<file path="src/rtl/jbt_pkg.sv">
// Shared types, codes and character tables for the JSON byte tokenizer.
// Used by jbt_front, jbt_queue, jbt_back and json_byte_tokenizer.
// No dependencies.
package jbt_pkg;

  // Scanner modes
  typedef enum logic [2:0] {
    MODE_IDLE = 3'd0,
    MODE_STR  = 3'd1,
    MODE_ESC  = 3'd2,
    MODE_NUM  = 3'd3,
    MODE_KW   = 3'd4
  } mode_t;

  // Token kinds
  localparam logic [3:0] TK_OBJ_OPEN  = 4'd0;
  localparam logic [3:0] TK_OBJ_CLOSE = 4'd1;
  localparam logic [3:0] TK_ARR_OPEN  = 4'd2;
  localparam logic [3:0] TK_ARR_CLOSE = 4'd3;
  localparam logic [3:0] TK_STRING    = 4'd4;
  localparam logic [3:0] TK_NUMBER    = 4'd5;
  localparam logic [3:0] TK_NULL      = 4'd6;

  // Event codes
  localparam logic [1:0] EV_WHOLE = 2'd0;
  localparam logic [1:0] EV_OPEN  = 2'd1;
  localparam logic [1:0] EV_BYTE  = 2'd2;
  localparam logic [1:0] EV_CLOSE = 2'd3;

  // Keyword ids
  localparam logic [1:0] KW_NULL  = 2'd0;
  localparam logic [1:0] KW_FALSE = 2'd1;
  localparam logic [1:0] KW_TRUE  = 2'd2;

  // Characters
  localparam logic [7:0] CH_LBRACE = 8'h7B;
  localparam logic [7:0] CH_RBRACE = 8'h7D;
  localparam logic [7:0] CH_LBRACK = 8'h5B;
  localparam logic [7:0] CH_RBRACK = 8'h5D;
  localparam logic [7:0] CH_QUOTE  = 8'h22;
  localparam logic [7:0] CH_BSLASH = 8'h5C;
  localparam logic [7:0] CH_MINUS  = 8'h2D;
  localparam logic [7:0] CH_DOT    = 8'h2E;
  localparam logic [7:0] CH_ZERO   = 8'h30;
  localparam logic [7:0] CH_NINE   = 8'h39;
  localparam logic [7:0] CH_LO_E   = 8'h65;
  localparam logic [7:0] CH_UP_E   = 8'h45;
  localparam logic [7:0] CH_LO_B   = 8'h62;
  localparam logic [7:0] CH_LO_F   = 8'h66;
  localparam logic [7:0] CH_LO_N   = 8'h6E;
  localparam logic [7:0] CH_LO_R   = 8'h72;
  localparam logic [7:0] CH_LO_T   = 8'h74;
  localparam logic [7:0] CH_LO_U   = 8'h75;
  localparam logic [7:0] CH_LO_L   = 8'h6C;
  localparam logic [7:0] CH_LO_A   = 8'h61;
  localparam logic [7:0] CH_LO_S   = 8'h73;
  localparam logic [7:0] CC_BS     = 8'h08;
  localparam logic [7:0] CC_FF     = 8'h0C;
  localparam logic [7:0] CC_LF     = 8'h0A;
  localparam logic [7:0] CC_CR     = 8'h0D;
  localparam logic [7:0] CC_TAB    = 8'h09;

  // Queue depth
  localparam int QDEPTH = 4;
  localparam int QPTRW  = $clog2(QDEPTH);

  // One result word
  typedef struct packed {
    logic [3:0] kind;
    logic [1:0] ev;
    logic [7:0] val;
  } result_t;

  // One queue entry: the results caused by one input word
  typedef struct packed {
    logic    two;
    result_t r1;
    result_t r0;
  } entry_t;

  // Queue status seen by front and back
  typedef struct packed {
    logic full;
    logic empty;
  } qstat_t;

  function automatic logic is_digit(input logic [7:0] c);
    return (c >= CH_ZERO) && (c <= CH_NINE);
  endfunction

  function automatic logic is_num_char(input logic [7:0] c);
    return is_digit(c) || c == CH_MINUS || c == CH_DOT || c == CH_LO_E || c == CH_UP_E;
  endfunction

  function automatic logic [7:0] unescape(input logic [7:0] c);
    logic [7:0] r;
    case (c)
      CH_LO_B: r = CC_BS;
      CH_LO_F: r = CC_FF;
      CH_LO_N: r = CC_LF;
      CH_LO_R: r = CC_CR;
      CH_LO_T: r = CC_TAB;
      default: r = c;
    endcase
    return r;
  endfunction

  function automatic logic [2:0] kw_len(input logic [1:0] id);
    logic [2:0] r;
    case (id)
      KW_NULL:  r = 3'd4;
      KW_FALSE: r = 3'd5;
      KW_TRUE:  r = 3'd4;
      default:  r = 3'd0;
    endcase
    return r;
  endfunction

  // Expected keyword character; zero where the keyword has no such position
  function automatic logic [7:0] kw_char(input logic [1:0] id, input logic [2:0] pos);
    logic [7:0] r;
    r = 8'h00;
    case (id)
      KW_NULL: begin
        case (pos)
          3'd0: r = CH_LO_N;
          3'd1: r = CH_LO_U;
          3'd2: r = CH_LO_L;
          3'd3: r = CH_LO_L;
          default: r = 8'h00;
        endcase
      end
      KW_FALSE: begin
        case (pos)
          3'd0: r = CH_LO_F;
          3'd1: r = CH_LO_A;
          3'd2: r = CH_LO_L;
          3'd3: r = CH_LO_S;
          3'd4: r = CH_LO_E;
          default: r = 8'h00;
        endcase
      end
      KW_TRUE: begin
        case (pos)
          3'd0: r = CH_LO_T;
          3'd1: r = CH_LO_R;
          3'd2: r = CH_LO_U;
          3'd3: r = CH_LO_E;
          default: r = 8'h00;
        endcase
      end
      default: r = 8'h00;
    endcase
    return r;
  endfunction

endpackage

</file>
<file path="src/rtl/jbt_front.sv">
// Front end of the JSON byte tokenizer: accepts input words, runs the scanner
// state and writes the results of each word into the queue as one entry.
// Depends on jbt_pkg.
module jbt_front (
  input  logic             clk,
  input  logic             rst_n,
  input  logic             in_tvalid,
  output logic             in_tready,
  input  logic [7:0]       in_tdata,   // [7:0] data_byte
  input  logic [0:0]       in_tuser,   // [0] end_flag
  input  jbt_pkg::qstat_t  qstat,
  output logic             push,
  output jbt_pkg::entry_t  push_entry
);

  jbt_pkg::mode_t mode_r, mode_nxt;
  logic [1:0]     kw_id_r, kw_id_nxt;
  logic [2:0]     kw_pos_r, kw_pos_nxt;

  logic [7:0]     c;
  logic           accept;

  // Outcome of handling a byte from idle mode
  logic [1:0]       idle_n;
  jbt_pkg::result_t idle_r0, idle_r1;
  jbt_pkg::mode_t   idle_mode;
  logic             idle_kw;
  logic [1:0]       idle_kw_id;

  logic [1:0]       n;
  jbt_pkg::result_t r0, r1;
  logic             kw_match;

  assign c         = in_tdata;
  assign in_tready = !qstat.full;
  assign accept    = in_tvalid && in_tready;

  // Classify a byte as seen from idle mode
  always_comb begin
    idle_n     = 2'd0;
    idle_r0    = '0;
    idle_r1    = '0;
    idle_mode  = jbt_pkg::MODE_IDLE;
    idle_kw    = 1'b0;
    idle_kw_id = jbt_pkg::KW_NULL;
    if (c == jbt_pkg::CH_LBRACE) begin
      idle_n  = 2'd1;
      idle_r0 = '{jbt_pkg::TK_OBJ_OPEN, jbt_pkg::EV_WHOLE, 8'h00};
    end else if (c == jbt_pkg::CH_RBRACE) begin
      idle_n  = 2'd1;
      idle_r0 = '{jbt_pkg::TK_OBJ_CLOSE, jbt_pkg::EV_WHOLE, 8'h00};
    end else if (c == jbt_pkg::CH_LBRACK) begin
      idle_n  = 2'd1;
      idle_r0 = '{jbt_pkg::TK_ARR_OPEN, jbt_pkg::EV_WHOLE, 8'h00};
    end else if (c == jbt_pkg::CH_RBRACK) begin
      idle_n  = 2'd1;
      idle_r0 = '{jbt_pkg::TK_ARR_CLOSE, jbt_pkg::EV_WHOLE, 8'h00};
    end else if (c == jbt_pkg::CH_QUOTE) begin
      idle_n    = 2'd1;
      idle_r0   = '{jbt_pkg::TK_STRING, jbt_pkg::EV_OPEN, 8'h00};
      idle_mode = jbt_pkg::MODE_STR;
    end else if (c == jbt_pkg::CH_MINUS || jbt_pkg::is_digit(c)) begin
      idle_n    = 2'd2;
      idle_r0   = '{jbt_pkg::TK_NUMBER, jbt_pkg::EV_OPEN, 8'h00};
      idle_r1   = '{jbt_pkg::TK_NUMBER, jbt_pkg::EV_BYTE, c};
      idle_mode = jbt_pkg::MODE_NUM;
    end else if (c == jbt_pkg::CH_LO_N) begin
      idle_kw    = 1'b1;
      idle_kw_id = jbt_pkg::KW_NULL;
      idle_mode  = jbt_pkg::MODE_KW;
    end else if (c == jbt_pkg::CH_LO_F) begin
      idle_kw    = 1'b1;
      idle_kw_id = jbt_pkg::KW_FALSE;
      idle_mode  = jbt_pkg::MODE_KW;
    end else if (c == jbt_pkg::CH_LO_T) begin
      idle_kw    = 1'b1;
      idle_kw_id = jbt_pkg::KW_TRUE;
      idle_mode  = jbt_pkg::MODE_KW;
    end
  end

  assign kw_match = (kw_id_r <= jbt_pkg::KW_TRUE) && (kw_pos_r < jbt_pkg::kw_len(kw_id_r)) &&
                    (jbt_pkg::kw_char(kw_id_r, kw_pos_r) == c);

  // Next scanner state and results of this word
  always_comb begin
    mode_nxt   = mode_r;
    kw_id_nxt  = kw_id_r;
    kw_pos_nxt = kw_pos_r;
    n          = 2'd0;
    r0         = '0;
    r1         = '0;
    if (in_tuser[0]) begin
      // End of document: close an open literal, then return to reset
      if (mode_r == jbt_pkg::MODE_STR || mode_r == jbt_pkg::MODE_ESC) begin
        n  = 2'd1;
        r0 = '{jbt_pkg::TK_STRING, jbt_pkg::EV_CLOSE, 8'h00};
      end else if (mode_r == jbt_pkg::MODE_NUM) begin
        n  = 2'd1;
        r0 = '{jbt_pkg::TK_NUMBER, jbt_pkg::EV_CLOSE, 8'h00};
      end
      mode_nxt   = jbt_pkg::MODE_IDLE;
      kw_id_nxt  = 2'd0;
      kw_pos_nxt = 3'd0;
    end else begin
      unique case (mode_r)
        jbt_pkg::MODE_STR: begin
          if (c == jbt_pkg::CH_QUOTE) begin
            n        = 2'd1;
            r0       = '{jbt_pkg::TK_STRING, jbt_pkg::EV_CLOSE, 8'h00};
            mode_nxt = jbt_pkg::MODE_IDLE;
          end else if (c == jbt_pkg::CH_BSLASH) begin
            mode_nxt = jbt_pkg::MODE_ESC;
          end else begin
            n  = 2'd1;
            r0 = '{jbt_pkg::TK_STRING, jbt_pkg::EV_BYTE, c};
          end
        end
        jbt_pkg::MODE_ESC: begin
          n        = 2'd1;
          r0       = '{jbt_pkg::TK_STRING, jbt_pkg::EV_BYTE, jbt_pkg::unescape(c)};
          mode_nxt = jbt_pkg::MODE_STR;
        end
        jbt_pkg::MODE_NUM: begin
          if (jbt_pkg::is_num_char(c)) begin
            n  = 2'd1;
            r0 = '{jbt_pkg::TK_NUMBER, jbt_pkg::EV_BYTE, c};
          end else begin
            // Close the number, then handle the byte again from idle
            r0       = '{jbt_pkg::TK_NUMBER, jbt_pkg::EV_CLOSE, 8'h00};
            n        = (idle_n == 2'd0) ? 2'd1 : 2'd2;
            r1       = idle_r0;
            mode_nxt = idle_mode;
            if (idle_kw) begin
              kw_id_nxt  = idle_kw_id;
              kw_pos_nxt = 3'd1;
            end
          end
        end
        jbt_pkg::MODE_KW: begin
          if (!kw_match) begin
            // Drop the partial keyword, handle the byte again from idle
            n          = idle_n;
            r0         = idle_r0;
            r1         = idle_r1;
            mode_nxt   = idle_mode;
            kw_id_nxt  = idle_kw ? idle_kw_id : 2'd0;
            kw_pos_nxt = idle_kw ? 3'd1 : 3'd0;
          end else if (kw_pos_r + 3'd1 == jbt_pkg::kw_len(kw_id_r)) begin
            n          = 2'd1;
            r0         = '{jbt_pkg::TK_NULL + {2'b00, kw_id_r}, jbt_pkg::EV_WHOLE, 8'h00};
            mode_nxt   = jbt_pkg::MODE_IDLE;
            kw_id_nxt  = 2'd0;
            kw_pos_nxt = 3'd0;
          end else begin
            kw_pos_nxt = kw_pos_r + 3'd1;
          end
        end
        jbt_pkg::MODE_IDLE: begin
          n        = idle_n;
          r0       = idle_r0;
          r1       = idle_r1;
          mode_nxt = idle_mode;
          if (idle_kw) begin
            kw_id_nxt  = idle_kw_id;
            kw_pos_nxt = 3'd1;
          end
        end
        default: begin
          n          = idle_n;
          r0         = idle_r0;
          r1         = idle_r1;
          mode_nxt   = idle_mode;
          kw_id_nxt  = idle_kw ? idle_kw_id : 2'd0;
          kw_pos_nxt = idle_kw ? 3'd1 : 3'd0;
        end
      endcase
    end
  end

  // Write an entry only for words that cause results
  assign push           = accept && (n != 2'd0);
  assign push_entry.two = (n == 2'd2);
  assign push_entry.r0  = r0;
  assign push_entry.r1  = r1;

  // Advance scanner state on each accepted word
  always_ff @(posedge clk) begin
    if (!rst_n) begin
      mode_r   <= jbt_pkg::MODE_IDLE;
      kw_id_r  <= 2'd0;
      kw_pos_r <= 3'd0;
    end else if (accept) begin
      mode_r   <= mode_nxt;
      kw_id_r  <= kw_id_nxt;
      kw_pos_r <= kw_pos_nxt;
    end
  end

endmodule

</file>
<file path="src/rtl/jbt_queue.sv">
// Short queue of result entries between the tokenizer front and back ends.
// Depends on jbt_pkg.
module jbt_queue (
  input  logic             clk,
  input  logic             rst_n,
  input  logic             push,
  input  jbt_pkg::entry_t  push_entry,
  input  logic             pop,
  output jbt_pkg::entry_t  head,
  output jbt_pkg::qstat_t  qstat
);

  jbt_pkg::entry_t mem_r [jbt_pkg::QDEPTH];

  logic [jbt_pkg::QPTRW-1:0] wr_ptr_r, rd_ptr_r;
  logic [jbt_pkg::QPTRW:0]   cnt_r, cnt_nxt;
  logic                      do_push, do_pop;

  assign qstat.full  = (cnt_r == (jbt_pkg::QPTRW+1)'(jbt_pkg::QDEPTH));
  assign qstat.empty = (cnt_r == '0);
  assign do_push     = push && !qstat.full;
  assign do_pop      = pop && !qstat.empty;
  assign head        = mem_r[rd_ptr_r];

  // Track fill level
  always_comb begin
    cnt_nxt = cnt_r;
    if (do_push && !do_pop) begin
      cnt_nxt = cnt_r + 1'b1;
    end else if (do_pop && !do_push) begin
      cnt_nxt = cnt_r - 1'b1;
    end
  end

  // Write entries
  always_ff @(posedge clk) begin
    if (do_push) begin
      mem_r[wr_ptr_r] <= push_entry;
    end
  end

  // Advance pointers
  always_ff @(posedge clk) begin
    if (!rst_n) begin
      wr_ptr_r <= '0;
      rd_ptr_r <= '0;
      cnt_r    <= '0;
    end else begin
      if (do_push) begin
        wr_ptr_r <= wr_ptr_r + 1'b1;
      end
      if (do_pop) begin
        rd_ptr_r <= rd_ptr_r + 1'b1;
      end
      cnt_r <= cnt_nxt;
    end
  end

endmodule

</file>
<file path="src/rtl/jbt_back.sv">
// Back end of the JSON byte tokenizer: unpacks queue entries into one result
// word per cycle unless out_tready stalls, held in the output register.
// Depends on jbt_pkg.
module jbt_back (
  input  logic             clk,
  input  logic             rst_n,
  input  jbt_pkg::entry_t  head,
  input  jbt_pkg::qstat_t  qstat,
  output logic             pop,
  output logic             out_tvalid,
  input  logic             out_tready,
  output logic [7:0]       out_tdata,  // [7:0] value_byte
  output logic [5:0]       out_tuser,  // [3:0] token_kind, [5:4] event_res
  output logic             out_tlast   // last_of_run
);

  logic             valid_r, valid_nxt;
  logic             sel_r, sel_nxt;
  jbt_pkg::result_t res_r;
  logic             last_r;
  logic             slot_free, load, last_now;
  jbt_pkg::result_t pick;

  assign slot_free = !valid_r || out_tready;
  assign load      = slot_free && !qstat.empty;
  assign pick      = sel_r ? head.r1 : head.r0;
  assign last_now  = sel_r || !head.two;
  assign pop       = load && last_now;

  // Step through the results of the head entry
  always_comb begin
    valid_nxt = valid_r;
    sel_nxt   = sel_r;
    if (slot_free) begin
      valid_nxt = !qstat.empty;
    end
    if (load) begin
      sel_nxt = !last_now;
    end
  end

  always_ff @(posedge clk) begin
    if (!rst_n) begin
      valid_r <= 1'b0;
      sel_r   <= 1'b0;
    end else begin
      valid_r <= valid_nxt;
      sel_r   <= sel_nxt;
    end
  end

  // Load the output payload
  always_ff @(posedge clk) begin
    if (load) begin
      res_r  <= pick;
      last_r <= last_now;
    end
  end

  assign out_tvalid = valid_r;
  assign out_tdata  = res_r.val;
  assign out_tuser  = {res_r.ev, res_r.kind};
  assign out_tlast  = last_r;

endmodule

</file>
<file path="src/rtl/json_byte_tokenizer.sv">
// JSON byte tokenizer top level: front end, result queue and back end.
// A result word passes through the queue and the output register before it leaves the block.
// Throughput: one input word per cycle unless the queue is full; one result word per cycle
// leaves the output register while out_tready is high; a four-entry queue absorbs double results.
// Reset: synchronous, active low; clears scanner state, queue and output valid.
// Depends on jbt_pkg, jbt_front, jbt_queue and jbt_back.
module json_byte_tokenizer (
  input  logic       clk,
  input  logic       rst_n,
  input  logic       in_tvalid,
  output logic       in_tready,
  input  logic [7:0] in_tdata,    // [7:0] data_byte
  input  logic [0:0] in_tuser,    // [0] end_flag
  output logic       out_tvalid,
  input  logic       out_tready,
  output logic [7:0] out_tdata,   // [7:0] value_byte
  output logic [5:0] out_tuser,   // [3:0] token_kind, [5:4] event_res
  output logic       out_tlast    // last_of_run
);

  jbt_pkg::qstat_t qstat;
  jbt_pkg::entry_t push_entry, head;
  logic            push, pop;

  jbt_front u_front (
    .clk        (clk),
    .rst_n      (rst_n),
    .in_tvalid  (in_tvalid),
    .in_tready  (in_tready),
    .in_tdata   (in_tdata),
    .in_tuser   (in_tuser),
    .qstat      (qstat),
    .push       (push),
    .push_entry (push_entry)
  );

  jbt_queue u_queue (
    .clk        (clk),
    .rst_n      (rst_n),
    .push       (push),
    .push_entry (push_entry),
    .pop        (pop),
    .head       (head),
    .qstat      (qstat)
  );

  jbt_back u_back (
    .clk        (clk),
    .rst_n      (rst_n),
    .head       (head),
    .qstat      (qstat),
    .pop        (pop),
    .out_tvalid (out_tvalid),
    .out_tready (out_tready),
    .out_tdata  (out_tdata),
    .out_tuser  (out_tuser),
    .out_tlast  (out_tlast)
  );

endmodule
</file>
<file path="config.mk">
export PLATFORM = sky130hd
export DESIGN_NAME = json_byte_tokenizer
export DESIGN_NICKNAME = d
export VERILOG_FILES = /design/src/rtl/jbt_pkg.sv /design/src/rtl/jbt_front.sv /design/src/rtl/jbt_queue.sv /design/src/rtl/jbt_back.sv /design/src/rtl/json_byte_tokenizer.sv
export SDC_FILE = /design/constraint.sdc
export NUM_CORES = 1
export LEC_CHECK = 0
export BUFFER_PORTS_ARGS = -buffer_cell sky130_fd_sc_hd__buf_2
export CORE_AREA = 2 2 122 124
export CTS_CLUSTER_SIZE = 24
export DETAILED_ROUTE_END_ITERATION = 12
export DIE_AREA = 0 0 124 126
export PLACE_DENSITY_LB_ADDON = 0.1
export SLEW_MARGIN = 20
export SYNTH_ARGS = -nofsm -noshare
export SYNTH_HDL_FRONTEND = slang
export SYNTH_SLANG_ARGS = --single-unit
</file>
<file path="constraint.sdc">
create_clock -name clk -period 4 [get_ports clk]
set_input_delay 0.4 -clock clk [delete_from_list [all_inputs] [get_ports clk]]
set_output_delay 0.4 -clock clk [all_outputs]
set_load 0.05 [all_outputs]
</file>
# Word level (Yosys, flattened, before mapping)
# Memories as Yosys holds them, arrays and structs flattened. A register that Yosys moved wholly into a read port is not among the register bits.
# Cells that the tools add are included.
dict set report totals {
  register_bits 32
  mem_bits_rw 116
  in_bits 13
  output_inout_bits 17
  elab_cells 199
  memories 1
}
dict set report op_classes {
  n_addsub 6
  n_lt_le_gt_ge 4
  eq_ne 33
  n_mux 105
  reduce_logical 38
}
# memory depth word_bits read_ports rd_clocked_by_memory_dff wr line
set mem_list {}
lappend mem_list {u_queue.mem_r 4 29 1 1 1 jbt_queue.sv:13} ;# jbt_pkg::entry_t mem_r [jbt_pkg::QDEPTH];
# cell count
set ops {}
lappend ops {{two-way mux 14 bit} 19}
lappend ops {{== test 8 x 7 -> 1 bit, second input constant} 12}
lappend ops {{two-way mux 3 bit} 25}
lappend ops {{two-way mux 2 bit} 29}
lappend ops {{case mux 14 bit (4 select lines)} 1}
lappend ops {{two-way mux 13 bit} 4}
lappend ops {{case mux 14 bit (3 select lines)} 1}
lappend ops {{case mux 8 bit (5 select lines)} 1}
lappend ops {{case mux 7 bit (5 select lines)} 1}
lappend ops {{case mux 7 bit (4 select lines)} 1}
lappend ops {{== test 8 x 6 -> 1 bit, second input constant} 3}
lappend ops {{case mux 3 bit (4 select lines)} 2}
lappend ops {{case mux 8 bit (3 select lines)} 1}
lappend ops {{case mux 7 bit (3 select lines)} 1}
lappend ops {{case mux 2 bit (4 select lines)} 2}
lappend ops {{two-way mux 1 bit} 15}
lappend ops {{== test 3 x 2 -> 1 bit, second input constant} 4}
lappend ops {{logical AND 1 bit} 11}
lappend ops {{== test 3 bit, second input constant} 3}
lappend ops {{logical NOT 3 bit} 3}
lappend ops {{two-way mux 9 bit} 1}
lappend ops {{== test 8 bit} 1}
lappend ops {{>= comparator 8 x 6 -> 1 bit, second input constant} 1}
lappend ops {{less-or-equal comparator 8 x 6 -> 1 bit, second input constant} 1}
lappend ops {{22 further kinds} 43}

# Depth between registers and ports, before layout
# Gate-level depths: netlist of the first run.
dict set report logic_depth {
  ltp_word 21
  ltp_mapped 17
  depth_no_buf 15
}

# Modules after synthesis
# From an unflattened synthesis of the first run, not the netlist that was laid out.
dict set report unflattened {
  hier_cells 509
  area_unflattened_um2 7230.7
}
# mod n_inst cells_per_inst area_each_um2 seq_area_each_um2
set modules_own_cells {}
lappend modules_own_cells {jbt_queue 1 199 4675.7 3663.5}
lappend modules_own_cells {jbt_front 1 267 1785.5 160.2}
lappend modules_own_cells {jbt_back 1 43 769.5 490.5}

# Worst setup path before layout of the first run
# OpenSTA, ideal clock, no wires.
dict set report synth_timing {
  kind {reg2reg}
  startpoint {reg u_front.kw_pos_r[2]}
  endpoint {reg u_queue.cnt_r[2] (netlist bit)}
  setup_time_ns 0.076
  arrival_time_ns 4.175
  required_time_ns 3.924
  slack_ns -0.251
  path_stages_with_launch 18
  path_buffers 2
  synth_period_minus_slack_ns 4.251
  path_cell_list {dfxtp_1 > clkbuf_1 > inv_1 > ha_1 > clkbuf_1 > nor2_1 > a21boi_0 > or4_1 > a211oi_1 > nand3_2 > mux2_4 > o41ai_4 > ha_1 > inv_1 > fa_1 > xor2_1 > or3_1 > a21boi_0}
}
dict set report synth_via {
  elab_chain_len 15
  elab_cells_between_ends 28
  classes_between {add/sub: 1; order compare: 1; eq/ne: 6; mux: 9; reduce/logical: 11}
}
# element line
set synth_lines {}
lappend synth_lines {{start: declaration} jbt_front.sv:18} ;# logic [2:0] kw_pos_r, kw_pos_nxt;
lappend synth_lines {{start signal: assignment} jbt_front.sv:196} ;# kw_pos_r <= kw_pos_nxt;
lappend synth_lines {{== test 3 x 2 -> 1 bit} {jbt_pkg.sv:125, jbt_pkg.sv:134, jbt_pkg.sv:144}}
lappend synth_lines {{OR reduction 2 bit (no source line)} -}
lappend synth_lines {{case mux 7 bit (3 select lines)} jbt_pkg.sv:125} ;# case (pos)
lappend synth_lines {{case mux 8 bit (3 select lines)} jbt_pkg.sv:123} ;# case (id)
lappend synth_lines {{== test 8 bit} jbt_front.sv:83} ;# (jbt_pkg::kw_char(kw_id_r, kw_pos_r) == c);
lappend synth_lines {{logical AND 1 bit} jbt_front.sv:82} ;# assign kw_match = (kw_id_r <= jbt_pkg::KW_TRUE) && (kw_pos_r < jbt_pkg::kw_len(kw_id_r)) &&
lappend synth_lines {{two-way mux 2 bit *} jbt_front.sv:141} ;# if (!kw_match) begin
lappend synth_lines {{case mux 2 bit (4 select lines) *} jbt_front.sv:106} ;# unique case (mode_r)
lappend synth_lines {{two-way mux 2 bit *} jbt_front.sv:93} ;# if (in_tuser[0]) begin
lappend synth_lines {{nonzero test 2 bit *} jbt_front.sv:182} ;# assign push = accept && (n != 2'd0);
lappend synth_lines {{logical AND 1 bit *} jbt_front.sv:182}
lappend synth_lines {{logical AND 1 bit *} jbt_queue.sv:21} ;# assign do_push = push && !qstat.full;
lappend synth_lines {{via u_queue.do_push} jbt_queue.sv:17} ;# logic do_push, do_pop;
lappend synth_lines {{logical NOT 1 bit} jbt_queue.sv:30} ;# end else if (do_pop && !do_push) begin
lappend synth_lines {{logical AND 1 bit} jbt_queue.sv:30}
lappend synth_lines {{nonzero test 2 bit (no source line)} -}
lappend synth_lines {{end signal: assignment} jbt_queue.sv:55} ;# cnt_r <= cnt_nxt;
lappend synth_lines {{end: declaration} jbt_queue.sv:16} ;# logic [jbt_pkg::QPTRW:0] cnt_r, cnt_nxt;
# Mark *: on every way through the listed nets, which the timed path passes. The rest lies on a longest branch.
# A chain may end at the register's enable or synchronous reset.

# Worst setup path after layout of the first run
dict set report layout_timing {
  startpoint {reg u_front.kw_pos_r[0]}
  endpoint {reg u_queue.cnt_r[2] (netlist bit)}
}
# Same word-level chain as after synthesis.

==> results of run 1 <==
-- cell usage after synthesis (3+ instances only) --
library cell | instances | area (sq um)
mux2i_1 | 6 | 60.1
a31oi_1 | 3 | 18.8
nand4_1 | 5 | 31.3
and2_1 | 19 | 119
nor2b_1 | 11 | 68.8
nor4_1 | 4 | 25.0
dfxtp_1 | 19 | 380
o211ai_1 | 5 | 37.5
xnor2_1 | 5 | 43.8
nand3_1 | 7 | 35.0
o21ai_0 | 23 | 115
nor2_1 | 33 | 124
nand2_1 | 30 | 113
o21a_1 | 4 | 30.0
buf_1 | 5 | 18.8
nand2b_1 | 8 | 50.1
o21bai_1 | 5 | 37.5
a21oi_1 | 13 | 65.1
inv_1 | 18 | 67.6
ha_1 | 12 | 150
or2_2 | 3 | 18.8
mux2_2 | 15 | 169
clkbuf_1 | 20 | 75.1
a21boi_0 | 6 | 45.0
edfxtp_1 | 127 | 3810
buf_2 | 3 | 15.0
nor3_1 | 13 | 65.1
and3_1 | 6 | 37.5
mux4_2 | 28 | 631
-- sequential cells by signal, indices dropped and copies added (netlist names), named ones only --
signal,cells
u_front.mode_r,3
u_front.kw_id_r,2
u_back.out_tlast,1
u_queue.rd_ptr_r,2
u_front.kw_pos_r,3
u_back.sel_r,1
u_queue.cnt_r,3
u_back.out_tuser,6
u_back.out_tdata,8
u_back.out_tvalid,1
u_queue.wr_ptr_r,2
u_queue.mem_r,112
-- repair_timing --
item                       4_1_cts  5_1_grt
pin swaps                        2        9
setup buffers                    0        3
hold buffers                     0        0
resized for setup                2        7
setup endpoints to repair        1        1
-- final cells by class --
class	instances	area share
clock buffer	24	0.0592
clock inverter	8	0.00951
inverter	18	0.00859
multi-input combinational	324	0.329
sequential	146	0.515
tap	184	0.0282
timing repair buffer	57	0.0497
-- power groups by stage --
stage / clock network [mW] / logic [mW] / registers, mW
CTS: 1.53 / 1.13 / 1.91
global placement: 0 / 1.12 / 1.93
detailed placement: 0 / 1.13 / 1.93
finish: 1.50 / 1.13 / 1.90
floorplan: 0 / 0.588 / 2.20
global route: 1.60 / 1.22 / 1.92
-- per-layer routing --
metal | GRT usage | wire length, microns
met1 | 0.290 | 6860
met2 | 0.330 | 7240
met3 | 0.0466 | 607
met4 | 0.0555 | 159
met5 | 0 | 0
-- cell families after synthesis --
| group | Yosys count |
|---|---|
| and+or+nand+nor | 159 |
| xor gates and xnor gates | 7 |
| buffers and inverters | 47 |
| other | 1 |
| AOI/OAI and AO/OA | 86 |
| DFF | 146 |
| adders and majority gates | 13 |
| muxes | 51 |
-- path summary, 6_finish.rpt --
path                                     from                               end  slack [ps]  cells after the start
min reg2reg  u_front.kw_pos_r[1]$_SDFFE_PN0P_  u_front.kw_pos_r[1]$_SDFFE_PN0P_         480                      2
min                                out_tready    u_back.out_tvalid$_SDFFE_PN0N_         280                      4
max          u_front.kw_pos_r[0]$_SDFFE_PN0P_     u_queue.cnt_r[2]$_SDFFE_PN0P_         160                     15
max reg2reg  u_front.kw_pos_r[0]$_SDFFE_PN0P_     u_queue.cnt_r[2]$_SDFFE_PN0P_         160                     15
-- stage by stage --
| step | setup WS, ps | area [sq um] | hold WS, ps | utilization |
|---|---|---|---|---|
| 3_5_place_dp | -10.2 | 7530 | 490 | 0.526 |
| 3_3_place_gp | 94.8 | 7530 | 474 | 0.526 |
| 6_report | 157 | 8150 | 277 | 0.570 |
| 4_1_cts | 30.6 | 8100 | 264 | 0.566 |
| 2_1_floorplan | 2.91 | 7050 | 468 | - |
| 5_1_grt | -5.59 | 8150 | 312 | 0.570 |
-- worst register-to-register path, stage by stage, from the launching register on --
cell and delay, ps:
dfxtp_4 370, inv_4 70, ha_4 150, or3b_1 340, and3b_1 190, mux2_4 310
a2111oi_4 380, nand3_2 150, mux2_4 340, o41ai_4 240, ha_2 240, inv_2 40
fa_2 350, xor2_2 160, or3_1 300, a21boi_1 140
==> flow_summary.toml, run 1 <==
[synthesis]
muxShareOfSynthArea = 0.127
synth_top_family_by_area = "multiplexers"
ys_ff_latch = 146
synthSimpleGateAreaFrac = 0.122
synth_flop_cell = "edfxtp_1"
synth_cells = 510
synth-compound-area-share = 0.0907
synth-edff-count = 127
seq_area_frac_synth = 0.600
async_flop_share = 0
syn_avg_cell_area_sq_um = 13.7
synth.distinct_cells = 72
yosys_warnings = 0
synthXorXnorAreaFrac = 0.00877
synthAdderAreaFrac = 0.0243
synthesis.area_sq_um = 6990

[floorplanning]
core_area_sq_um = 14300
die_y_microns = 126
rows = 44
die-width_microns = 124
die_area_sq_um = 15600
io-pin-count = 30
start_util = 0.488

[timing]
finalSetupViolations = 0
slew_viol_final = 0
finalClockSkew_ps = 10.4
fin_crit_sh = 0.961
grt_setup_unrepaired = "true"
worst_pin_slew_ps = 919
fin_crit_ps = 3840
hold_violations = 0
timing.fmax_ghz = 0.260
timing.slew.headroom = 0.386
final.setup.tns_ps = 0

[global_routing]
grt_pass1_vias = 4409
grt_first_pass_wirelength_microns = 24300
grt_use_total = 0.208
antenna_found_initial = 0
gr-total-overflow = 0
grt_max_degree = 29

[drt]
drt_iter0_markers = 332
detail_route.wl_per_cell_microns = 19.5
drtPass1Iterations = 5
vias_per_cell = 5.70
ant_nets = 0
drc_errors = 0
via_count = 4335
drt-total-wl_microns = 14900

[clock_network]
cts_tree = "done"
htreeDepth = 4
cts.sinks = 146
cts_buffers = 17
root_buffer = "clkbuf_16"
clkLatencyLatePin_ps = 420
clockBufferDepth = 2
clkTransAtPathRegs_ps = 60

[worst_setup_path]
startpoint_type = "flop"
cp-end-kind = "flop"
critical-path-slowest-cell = "a2111oi_4"
path_common_cell = "mux2_4"
cp_num_buf_inv = 2
path_class = "reg2reg"
crit_chain = "inv_4 -> ha_4 -> or3b_1 -> and3b_1 -> mux2_4 -> a2111oi_4 -> nand3_2 -> mux2_4 -> o41ai_4 -> ha_2 -> inv_2 -> fa_2 -> xor2_2 -> or3_1 -> a21boi_1"
critPathMaxStageDelay_ps = 380
cp.required_ps = 4350
crit_path_max_fanout = 5
arrival_ps = 4190
cp_top_family = "simple AND/OR/NAND/NOR gates"

[cells_and_area]
fin_nets = 590
instances_no_fill = 761
antenna_cells = 0
final_common_cell = "edfxtp_1"
final_cell_mix = "127 x edfxtp_1, 33 x nor2_1, 30 x nand2_1"
synthToLayoutAreaGrowth_pct = 16.6
multiInputGateArea_sq_um = 2690
seqCellArea_sq_um = 4200
fillCellCount = 1170
drive_gt1_frac = 0.269

[placement]
port_buffers = 29
place_inst = 726
dp_hpwl_microns = 9910
place.gp.congestion = 0.879

[job]
drv_cap = 0

[min_path]
hold_class = "in2reg"

[power_and_ir_drop]
intPower_mw = 3.15
p_per_area_nw_per_um2 = 556
irDropWorstVdd_uv = 584
switchingPower_mw = 1.38
clkPwrFrac = 0.331
pwr-share-seq = 0.420
comb_power_share = 0.249
leakage_nw = 2.87
p_total_mw = 4.53
netSwitchingFraction = 0.305

[outcome]
outcome = "completed"
Power figures use the tool's default switching activity.
==> inputs of run 2 (changes only) <==
Settings changed: CORE_AREA 2 2 122 124 to 2 2 128 130, DIE_AREA 0 0 124 126 to 0 0 130 132.
==> run 2 against run 1 <==
Net effect:
- non-clock buffer count shrank 4
- first-iteration DRC count increased by 8.4%
- core utilization shrank 4.7 points
- design area is 0.69% higher
- clock power rose by 8%
- sequential cell count is the same
- sequential share of layout area decreased by 0.34 points
- maximum frequency up 0.21%
- sequential power hardly changed
- critical endpoint unchanged
- largest cell class unchanged
==> flow_summary.toml, run 2 (synthesized netlist as in run 1, its figures left out) <==
[outcome]
outcome = "completed"

[clock_network]
cts.sinks = 146
clkTransAtPathRegs_ps = 60
cts_hold_buffers = 0
post_cts_buffers = 0
htreeDepth = 4
cts_resized = 0
cts_tree = "done"
root_buffer = "clkbuf_16"
cts_buffers = 17
clockBufferDepth = 2
clkLatencyLatePin_ps = 420

[timing]
fin_crit_sh = 0.959
final.setup.tns_ps = 0
worst_slack_ps = 165
slew_viol_final = 0
worst_pin_slew_ps = 971
fin_crit_ps = 3840
hold_violations = 0
finalClockSkew_ps = 7.32
timing.slew.headroom = 0.352
finalSetupViolations = 0
timing.fmax_ghz = 0.261

[power_and_ir_drop]
leakage_nw = 2.87
irDropWorstVdd_uv = 389
p_per_area_nw_per_um2 = 566

[cells_and_area]
largest_reg_flops = 112
antenna_cells = 0
drive_gt1_frac = 0.270
seqCellArea_sq_um = 4200
final_cell_mix = "127 x edfxtp_1, 33 x nor2_1, 30 x nand2_1"
largest-register = "u_queue.mem_r"
fillCellCount = 1350
synthToLayoutAreaGrowth_pct = 17.4
multiInputGateArea_sq_um = 2700
final_common_cell = "edfxtp_1"
fin_nets = 586
instances_no_fill = 787

[floorplanning]
start_util = 0.445
rows = 46
io-pin-count = 30
core_area_sq_um = 15700
die_area_sq_um = 17200
die_y_microns = 132
die-width_microns = 130

[worst_setup_path]
rr_endpoint = "u_queue.cnt_r[2]$_SDFFE_PN0P_"
cp_num_buf_inv = 1
ff2ff_path_depth = 15
arrival_ps = 4190
critPathMaxStageDelay_ps = 550
critical-path-slowest-cell = "or4_4"
cp_top_family = "simple AND/OR/NAND/NOR gates"
startpoint_type = "flop"
path_class = "reg2reg"
crit_chain = "ha_1 -> ha_4 -> nor2_1 -> a21boi_1 -> or4_4 -> a211oi_2 -> nand3_2 -> mux2_4 -> o41ai_4 -> ha_2 -> inv_2 -> fa_2 -> xor2_1 -> or3_1 -> a21boi_2"
r2r_start = "u_front.kw_pos_r[0]$_SDFFE_PN0P_"
cp-end-kind = "flop"
cp.required_ps = 4350
worst-r2r-setup-slack_ps = 160
crit_path_max_fanout = 12

[min_path]
hold_class = "in2reg"
hold_end = "u_back.out_tvalid$_SDFFE_PN0N_"
hp-start = "out_tready"
whs_path_depth = 4

[placement]
place_inst = 757
port_buffers = 29
dp_slack_ps = 37.8
place.gp.congestion = 0.950
dp_hpwl_microns = 9810

[drt]
detail_route.wl_per_cell_microns = 19.1
drtPass1Iterations = 5
drc_errors = 0
vias_per_cell = 5.54
drt-total-wl_microns = 15000
via_count = 4361
ant_nets = 0
drt_iter0_markers = 360

[global_routing]
gr-total-overflow = 0
grt_first_pass_wirelength_microns = 24300
grt_pass1_vias = 4434
antenna_found_initial = 0
grt_use_total = 0.186
grt_max_degree = 29

[job]
drv_cap = 0
run 2: cell types whose count changed in the layout (fill, tap and decap cells not counted), moves of 2 or more:
cell	delta
buf_4	-4
clkbuf_1	-3
inv_4	-2
bufinv_16	+3
clkinv_4	-2
clkinvlp_4	+2
run 2: metrics by stage:
stage / total power, mW / utilization / hold slack [ps] / area, sq um
4_1_cts: 4.69 / 0.519 / 253 / 8160
6_report: 4.65 / 0.523 / 267 / 8210
3_3_place_gp: 3.06 / 0.482 / 475 / 7570
5_1_grt: 4.85 / 0.523 / 289 / 8210
2_1_floorplan: 2.79 / - / 468 / 7050
3_5_place_dp: 3.07 / 0.482 / 491 / 7570
run 2: worst reg2reg max path: stages, from the launching register on:
cell and delay (ps):
dfxtp_4 370, ha_1 230, ha_4 210, nor2_1 100, a21boi_1 80, or4_4 550, a211oi_2 240, nand3_2 120
mux2_4 340, o41ai_4 230, ha_2 250, inv_2 40, fa_2 370, xor2_1 170, or3_1 330, a21boi_2 140
run 2: cell type report:
class,instances,area share
clock inverter,11,0.0198
tap,216,0.0329
clock buffer,19,0.0527
inverter,18,0.00823
timing repair buffer,53,0.0457
sequential,146,0.512
multi-input combinational,324,0.329
run 2: routing by layer:
layer / track usage / share of wire
met2: 0.290 / 0.48
met5: 0 / 0
met1: 0.264 / 0.47
met4: 0.0454 / 0.013
met3: 0.0479 / 0.037
run 2: worst max path at each step:
stage / from / endpoint / slack (ps) / depth (start not counted)
global route: u_front.kw_pos_r[0]$_SDFFE_PN0P_ / u_queue.cnt_r[2]$_SDFFE_PN0P_ / -9 / 15
detailed placement: u_front.kw_pos_r[0]$_SDFFE_PN0P_ / u_queue.cnt_r[2]$_SDFFE_PN0P_ / 40 / 15
CTS: u_front.kw_pos_r[0]$_SDFFE_PN0P_ / u_queue.cnt_r[2]$_SDFFE_PN0P_ / 20 / 15
finish: u_front.kw_pos_r[0]$_SDFFE_PN0P_ / u_queue.cnt_r[2]$_SDFFE_PN0P_ / 160 / 15
floorplan: u_front.kw_pos_r[2]$_SDFFE_PN0P_ / u_queue.cnt_r[2]$_SDFFE_PN0P_ / 3 / 17
global placement: u_front.kw_pos_r[0]$_SDFFE_PN0P_ / u_queue.cnt_r[2]$_SDFFE_PN0P_ / 140 / 15
run 2: power by group:
group	switching (mW)	internal [mW]	total (mW)
clock	0.590	1.03	1.62
combinational	0.715	0.412	1.13
sequential	0.0794	1.82	1.90
total	1.38	3.26	4.65
==> inputs of run 3 (changes only) <==
Settings changed: CORE_AREA 2 2 128 130 to 2 2 92 182, DIE_AREA 0 0 130 132 to 0 0 94 184.
==> run 3 against run 2 <==
Net effect:
- clock-buffer cell count down 1
- first-iteration DRC count fell by 30%
- clock power fell by 2%
- critical path depth unchanged
- power is 0.83% lower
- sequential share of layout area fell by 0.23 points
==> flow_summary.toml, run 3 (synthesized netlist as in run 1, its figures left out) <==
[outcome]
outcome = "completed"

[floorplanning]
die_area_sq_um = 17300
die_y_microns = 184
rows = 65
core_area_sq_um = 15900
die-width_microns = 94
start_util = 0.441
io-pin-count = 30

[cells_and_area]
largest-register = "u_queue.mem_r"
drive_gt1_frac = 0.280
final_common_cell = "edfxtp_1"
largest_reg_flops = 112
final_cell_mix = "127 x edfxtp_1, 33 x nor2_1, 30 x nand2_1"
synthToLayoutAreaGrowth_pct = 18.0
fillCellCount = 1403
instances_no_fill = 779
antenna_cells = 0
post-route-cell-area_sq_um = 8250
fin_nets = 591

[global_routing]
gr-total-overflow = 0
grt_max_degree = 29
antenna_found_initial = 0
grt_use_total = 0.193
grt_pass1_vias = 4519
grt_first_pass_wirelength_microns = 24600

[drt]
drtPass1Iterations = 6
via_count = 4416
detail_route.wl_per_cell_microns = 20.3
ant_nets = 0
drt_iter0_markers = 252
vias_per_cell = 5.67
drt-total-wl_microns = 15800
drc_errors = 0

[placement]
place_inst = 745
port_buffers = 29
place.gp.congestion = 0.860
dp_hpwl_microns = 11100
post_dp_cell_area_sq_um = 7570

[timing]
worst_pin_slew_ps = 946
slew_viol_final = 0
finalClockSkew_ps = 6.99
hold_violations = 0
finalSetupViolations = 0
whs_ps = 269
fin_crit_ps = 3820
grt_setup_unrepaired = "false"
timing.slew.headroom = 0.368
fin_crit_sh = 0.955
timing.fmax_ghz = 0.262

[worst_setup_path]
path_class = "reg2reg"
path_common_cell = "ha_2"
cp-end-kind = "flop"
crit_path_max_fanout = 6
crit_chain = "inv_4 -> ha_2 -> or4b_2 -> o211ai_1 -> xnor2_1 -> and3b_1 -> nand3_2 -> mux2_4 -> o41ai_4 -> ha_2 -> inv_2 -> fa_2 -> xor2_2 -> or3_1 -> a21boi_2"
critical-path-slowest-cell = "or4b_2"
cp.required_ps = 4360
critPathMaxStageDelay_ps = 590
arrival_ps = 4180
startpoint_type = "flop"
ff2ff_path_depth = 15

[power_and_ir_drop]
p_per_area_nw_per_um2 = 559
leakage_nw = 2.88
p_total_mw = 4.61
irDropWorstVdd_uv = 434

[clock_network]
root_buffer = "clkbuf_16"
clkTransAtPathRegs_ps = 60
cts_hold_buffers = 0
clkLatencyLatePin_ps = 420
htreeDepth = 4
clockBufferDepth = 2
cts_tree = "done"
cts.sinks = 146
cts_buffers = 17

[min_path]
hold_class = "in2reg"
whs_path_depth = 4

[job]
drv_cap = 0
[run 3: changes by cell type in the layout (fill, tap and decap cells not counted), sizes merged]
cell and delta:
clkinv +1, inv +1, bufinv -1, buf +5
clkinvlp +2, clkbuf -1
[run 3: layer usage]
metal  part of all wire  wire [microns]  GRT usage
met5                  0               0          0
met4              0.032             502     0.0887
met3              0.030             470     0.0344
met2               0.57            9010      0.363
met1               0.37            5860      0.203
[run 3: where the power goes]
part | leakage, nW | total (mW) | switching (mW) | internal, mW
clock network | 0.275 | 1.58 | 0.603 | 0.976
registers | 1.35 | 1.90 | 0.0802 | 1.82
logic | 1.25 | 1.13 | 0.715 | 0.417
total | 2.88 | 4.61 | 1.40 | 3.21
[run 3: timing repair]
item | 4_1_cts | 5_1_grt
pin swaps | 1 | 12
setup endpoints to repair | 1 | 1
buffers inserted | 0 | 2
hold endpoints to repair | 0 | 0
resized for setup | 2 | 15
[run 3: layout make-up]
class                      count  area, sq um  share of cell area
clock buffer                  18          429              0.0520
clock inverter                14          163              0.0197
inverter                      18         72.6             0.00880
multi-input combinational    324         2700               0.327
sequential                   146         4200               0.510
tap                          201          251              0.0305
timing repair buffer          58          429              0.0520
[run 3: worst max-delay path, delay by kind of cell, from the launching register on]
kind / cells / cell delay [ps]
muxes: 1 / 340
adders and majority gates: 3 / 820
xor gates and xnor gates: 2 / 330
AOI/OAI and AO/OA: 3 / 500
DFF: 1 / 370
buffers and inverters: 2 / 110
and+or+nand+nor: 4 / 1280
[run 3: final timing paths]
check                                    from                              to  slack, ps
min                                out_tready  u_back.out_tvalid$_SDFFE_PN0N_        270
max          u_front.kw_pos_r[1]$_SDFFE_PN0P_   u_queue.cnt_r[2]$_SDFFE_PN0P_        180
min reg2reg    u_back.out_tvalid$_SDFFE_PN0N_  u_back.out_tvalid$_SDFFE_PN0N_        500
max reg2reg  u_front.kw_pos_r[1]$_SDFFE_PN0P_   u_queue.cnt_r[2]$_SDFFE_PN0P_        180
[run 3: per-stage QoR]
| step | utilization | worst slack [ps] | setup TNS (ps) |
|---|---|---|---|
| 2_1_floorplan | - | 2.91 | 0 |
| 3_3_place_gp | 0.477 | 98.4 | 0 |
| 3_5_place_dp | 0.477 | -1.69 | -1.69 |
| 4_1_cts | 0.515 | 39.5 | 0 |
| 5_1_grt | 0.520 | 0.710 | 0 |
| 6_report | 0.520 | 180 | 0 |
